## config.mk

```make
export PLATFORM = sky130hd
export DESIGN_NAME = prle_palette_ram
export DESIGN_NICKNAME = d
export VERILOG_FILES = /design/src/palette_rle_encoder_assert.svh /design/src/prle_pkg.sv /design/src/prle_palette_ram.sv
export SDC_FILE = /design/constraint.sdc
export NUM_CORES = 2
export LEC_CHECK = 0
export BUFFER_PORTS_ARGS = -buffer_cell sky130_fd_sc_hd__buf_2
export CELL_PAD_IN_SITES_DETAIL_PLACEMENT = 2
export CELL_PAD_IN_SITES_GLOBAL_PLACEMENT = 2
export CORE_ASPECT_RATIO = 1.4
export CORE_MARGIN = 4
export CORE_UTILIZATION = 51
export DETAILED_ROUTE_END_ITERATION = 6
export GPL_ROUTABILITY_DRIVEN = 0
export GPL_TIMING_DRIVEN = 0
export PLACE_DENSITY = 0.83
export SYNTH_ARGS = -nofsm -noshare
export SYNTH_HDL_FRONTEND = slang
export SYNTH_SLANG_ARGS = --single-unit
export TNS_END_PERCENT = 50
```

## constraint.sdc

```tcl
create_clock -name clk -period 2.89 [get_ports clk]
set_input_delay 0.289 -clock clk [delete_from_list [all_inputs] [get_ports clk]]
set_output_delay 0.289 -clock clk [all_outputs]
set_load 0.02 [all_outputs]
```

## src/palette_rle_encoder_assert.svh

```systemverilog
// ----------------------------------------------------------------------------
// Palette RLE encoder assertion macros
// Shared property forms used by the encoder RTL; they expect clk and rst_n in scope.
// ----------------------------------------------------------------------------
`ifndef PALETTE_RLE_ENCODER_ASSERT_SVH
`define PALETTE_RLE_ENCODER_ASSERT_SVH

// A condition that must hold on every clock edge outside reset.
`define PRLE_ASSERT_ALWAYS(label, cond, msg) \
    label: assert property (@(posedge clk) disable iff (!rst_n) (cond)) else $error(msg);

// An implication checked in the same cycle.
`define PRLE_ASSERT_IMP(label, ante, cons, msg) \
    label: assert property (@(posedge clk) disable iff (!rst_n) (ante) |-> (cons)) \
        else $error(msg);

`endif

```

## src/prle_pkg.sv

```systemverilog
// ----------------------------------------------------------------------------
// Palette RLE encoder package
// Default sizes, field widths, operation and result codes, and controller states.
// ----------------------------------------------------------------------------
package prle_pkg;

    localparam int PALETTE_SIZE_DEF = 256;
    localparam int SECTOR_CELLS_DEF = 4096;
    localparam int BLOCK_BITS_DEF   = 16;

    // Port field widths.
    localparam int OPCODE_W   = 2;
    localparam int VALUE_W    = 16;
    localparam int SLOT_W     = 8;
    localparam int KIND_W     = 2;
    localparam int RIDX_W     = 8;
    localparam int RLEN_W     = 13;
    localparam int PCOUNT_W   = 9;
    localparam int ECOUNT_W   = 13;
    localparam int WORD_W     = 16;
    localparam int S_TDATA_W  = 24;
    localparam int M_TDATA_W  = 64;
    localparam int M_USED_W   = RIDX_W + RLEN_W + PCOUNT_W + ECOUNT_W + WORD_W + 2;

    typedef enum logic [OPCODE_W-1:0] {
        OP_BLOCK = 2'd0,
        OP_END   = 2'd1,
        OP_READ  = 2'd2
    } opcode_t;

    typedef enum logic [KIND_W-1:0] {
        KIND_RUN  = 2'd0,
        KIND_END  = 2'd1,
        KIND_WORD = 2'd2
    } kind_t;

    typedef enum logic [2:0] {
        ST_IDLE,
        ST_SCAN,
        ST_RUN,
        ST_END,
        ST_WORD
    } state_t;

endpackage

```

## src/prle_palette_ram.sv

```systemverilog
// ----------------------------------------------------------------------------
// Palette store
// Single-port-write, single-port-read synchronous RAM with registered read data.
// ----------------------------------------------------------------------------
module prle_palette_ram #(
    parameter int DEPTH = prle_pkg::PALETTE_SIZE_DEF,
    parameter int DW    = prle_pkg::BLOCK_BITS_DEF,
    parameter int AW    = $clog2(prle_pkg::PALETTE_SIZE_DEF)
) (
    input  logic          clk,
    input  logic          wr_en,
    input  logic [AW-1:0] wr_addr,
    input  logic [DW-1:0] wr_data,
    input  logic          rd_en,
    input  logic [AW-1:0] rd_addr,
    output logic [DW-1:0] rd_data
);

    logic [DW-1:0] mem [DEPTH];
    logic [DW-1:0] rd_data_reg;

    always_ff @(posedge clk)
    begin
        if (wr_en)
        begin
            mem[wr_addr] <= wr_data;
        end
        if (rd_en)
        begin
            rd_data_reg <= mem[rd_addr];
        end
    end

    assign rd_data = rd_data_reg;

endmodule

```

==> metrics.txt, run 1 <==
Starting Density=between 50 and 60%; stage reached=3_5_place_dp; Post-synth EDFFs=4,112; # rows=242; prevailing post-synth register cell=edfxtp_1; net count after synthesis=7,395; PortBufs=40; I/O Pins=51; error msg=[ERROR DPL-0033] detailed placement checks failed during check placement.; sequential share of the synthesized area=77.7%; die width=480 um; Synth warnings=0; Chip Height=668 um; fraction of synthesis flops using an asynchronous set or reset pin=0%; status=did not finish; Synth Instances=7,360; syn_area_per_cell=21.6 um2; synthesized flop and latch total=4,112; Yosys cell types=between 50 and 60; placed wire-length estimate=477 mm; synthesized cell area=159,000 um2
metrics by stage:
step | hold slack, ns | area (um2) | cells
2_1_floorplan | 0.388 | 159000 | 7360
3_3_place_gp | 0.699 | 164000 | 11500
cells by family after synthesis:
logic type	share of synthesized area, %
AO/OA/AOI/OAI	3.53
buffers and inverters	1.69
flip-flops	77.7
multiplexers	15.5
AND/OR/NAND/NOR	1.57
synth_stat cells, drive strengths merged (32+ instances only):
| cell type | instances | share of area, % |
|---|---|---|
| edfxtp | 4112 | 78 |
| mux4 | 797 | 11 |
| mux2i | 565 | 3.6 |
| nor2 | 304 | 0.72 |
| o221ai | 253 | 1.4 |
| clkbuf | 230 | 0.54 |
| buf | 222 | 1.1 |
| a21oi | 175 | 0.55 |
| o22ai | 148 | 0.58 |
| nor3 | 92 | 0.29 |
| mux2 | 88 | 0.62 |
| a22oi | 43 | 0.20 |
| nand2 | 38 | 0.090 |
| o21ai | 38 | 0.12 |
| nand3 | 35 | 0.11 |
| a22o | 32 | 0.18 |
==> run 2: changes to the inputs <==
- CELL_PAD_IN_SITES_DETAIL_PLACEMENT: 2 -> default
- CELL_PAD_IN_SITES_GLOBAL_PLACEMENT: 2 -> default
- CORE_ASPECT_RATIO: 1.4 -> default
- CORE_UTILIZATION: 51 -> 40
- PLACE_DENSITY: 0.83 -> default
- PLACE_DENSITY_LB_ADDON: default -> 0.15
==> metrics.txt, run 2 <==
status=complete, but fails checks; failing checks=DRC, setup timing; placed wire-length estimate=367 mm (-23%); Crit Reg-Reg Startpoint=mem[23][6]; crit-path cells=buf_4 > or2_1 > buf_2 > clkbuf_4 > clkbuf_2 > o221ai_1 > a21oi_1 > a21oi_1 > nand4_1 > nor4_4; R2R depth=5; commonest cells in the netlist=edfxtp_1, mux4_2, mux2i_1; sequential share of the synthesized area=77.7% (unchanged); most used cell, CP=a21oi_1; WP data arrival=3.84 ns; DRC=28; nets=8,176; unrepaired setup endpoints after global routing=true; fraction of synthesis flops using an asynchronous set or reset pin=0% (unchanged); final wirelength=526 mm; reg-to-reg endpoint=rd_data[6]; final slew viol count=0; crit path launch=rd_addr[1]; synthesized cell area=159,000 um2 (unchanged); antenna violations before repair=39; total track usage=25.4%; Slew @ Worst Pin=roughly 1.3 ns; clk slew on worst S/H paths=0.06 ns; dpl ws=-4.27 ns; PortBufs=40 (unchanged); worst setup margin=-0.230 ns; CORE AREA=396,000 um2; most frequent cells in the layout=edfxtp_1, mux4_2, mux2i_1; net count after synthesis=7,395 (unchanged); CTS Buf Count=426; share of cells above drive strength 1=30.8%; # setup viols final=15; top-area cell type share of the netlist area=77.7% (unchanged); setup slack, reg-to-reg=-0.03 ns; Root Driver=clkbuf_16; vias per cell=slightly above 6; prevailing post-synth register cell=edfxtp_1; Starting Density=40.2% (-11 points); Max-slew headroom=roughly an eighth; critical path's largest stage delay=0.59 ns; Hold EP=mem[252][12]; element type at the critical path start=primary input; H-tree depth=5; first-pass GRT wire length=706 mm; most frequent cell after synthesis=edfxtp_1; hold depth=3; die width=638 um (+33%); fmax=approximately 0.32 GHz; Area Overhead vs Synth=18.0%; Worst Skew=0.0426 ns; top area cells in the synthesized netlist=edfxtp_1, mux4_2, mux2i_1; TritonCTS clock tree=built; crit end category=flop; Power Density=slightly below 700 nW/um2; maximum number of pins on one net before global-route repair=around 130; CTS Sinks=4,112; Peak VDD IR=574 uV; cell taking the most area after synthesis=edfxtp_1; Chip Height=638 um (-4.5%); total grt overflow=0; fin cells=13,700; Leakage=59.1 nW; Largest register FFs=between 4,000 and 5,000; Placed Cells=approximately 13,000; Required @ worst endpoint=between 3 and 4 ns; Synth Instances=7,360 (unchanged); Yosys cell types=51 (unchanged); worst-skew pair later-pin latency=0.97 ns; Hold WC Path Type=primary input to flop; maximum root-to-sink buffer count=4; Hold Path Origin=wr_addr[2]; critical path type=primary input to flop; commonest non-fill, non-tap cell in the layout=edfxtp_1; # rows=231 (-4.5%); vias=83,300; Final min period=3.12 ns; die area=407,000 um2; Tcrit/Tclk final=108%; maximum fanout along the worst path=11; syn_area_per_cell=21.6 um2 (unchanged); Routed Antenna Nets=0; utilization after layout=47.4%; synthesized flop and latch total=4,112 (unchanged); TritonRoute pass-1 iters=7; I/O Pins=51 (unchanged); Critical-path top delay cell=o221ai_1; Synth warnings=0 (unchanged); DRT iter0 DRCs=12,100; max-cap violation count=0; Wirelength per Cell=38.3 um; Final Hold Fails=0; vias in the first global route=80,900; Post-synth EDFFs=4,112 (unchanged)
-- run 2: layer usage --
metal	track usage [%]	wire length, um
met1	35.8	212000
met2	38.3	237000
met3	6.87	55900
met4	8.78	21400
met5	0	77
-- run 2: power by group --
| group | total [mW] | switching [mW] | internal, mW |
|---|---|---|---|
| clock network | 53.0 | 23.3 | 29.7 |
| logic | 7.90 | 5.48 | 2.42 |
| registers | 65.8 | 0.0334 | 65.8 |
| total | 127 | 28.8 | 97.9 |
-- run 2: layout make-up --
class                      count  area (um2)
fill                       32200      208000
buffer                       451        3190
tap                         5242        6560
timing repair buffer         354        5930
clock inverter               248        2140
multi-input combinational   2792       35000
clock buffer                 521       11100
inverter                       4        17.5
sequential                  4112      123000
antenna                       11        27.5
-- run 2: worst max path at each step --
stage / endpoint / slack [ns] / cells after the start
after global routing: rd_data[6] / -0.14 / 12
after floorplan: rd_data[4] / 0.35 / 8
final: rd_data[6] / -0.23 / 10
after global placement: rd_data[1] / -4.27 / 9
after CTS: rd_data[15] / -0.06 / 10
after detailed placement: rd_data[1] / -4.27 / 9
-- run 2: cells by family after synthesis --
kind of cell           count (synthesis)  share of synthesized area [%]
AO/OA/AOI/OAI                        786                           3.53
buffers and inverters                456                           1.69
flip-flops                          4112                           77.7
multiplexers                        1450                           15.5
AND/OR/NAND/NOR                      556                           1.57
-- run 2: worst max-delay path: cells and delay by family --
kind / cells / cell delay, ns
AOI/OAI and AO/OA: 3 / 1.26
buffers and inverters: 4 / 1.22
and+or+nand+nor: 3 / 1.00
-- run 2: per-stage QoR --
step	TNS [ns]	cell area (um2)	total power, mW	hold slack (ns)
4_1_cts	-0.277	187000	127	0.0886
3_5_place_dp	-1026.85	172000	74.5	0.555
6_report	-1.94	187000	127	0.159
5_1_grt	-0.558	187000	130	0.147
2_1_floorplan	0	159000	70.4	0.388
3_3_place_gp	-	166000	74.4	0.703
-- run 2: what timing repair did --
| item | CTS | global route |
|---|---|---|
| endpoints found under the setup margin | 16 | 51 |
| setup buffers | 0 | 1 |
| endpoints found under the hold margin | 1023 | 0 |
| pin swaps | 21 | 12 |
| resized for setup | 491 | 52 |
| hold buffers | 17 | 0 |
No activity file was read; power rests on OpenSTA's default activity.
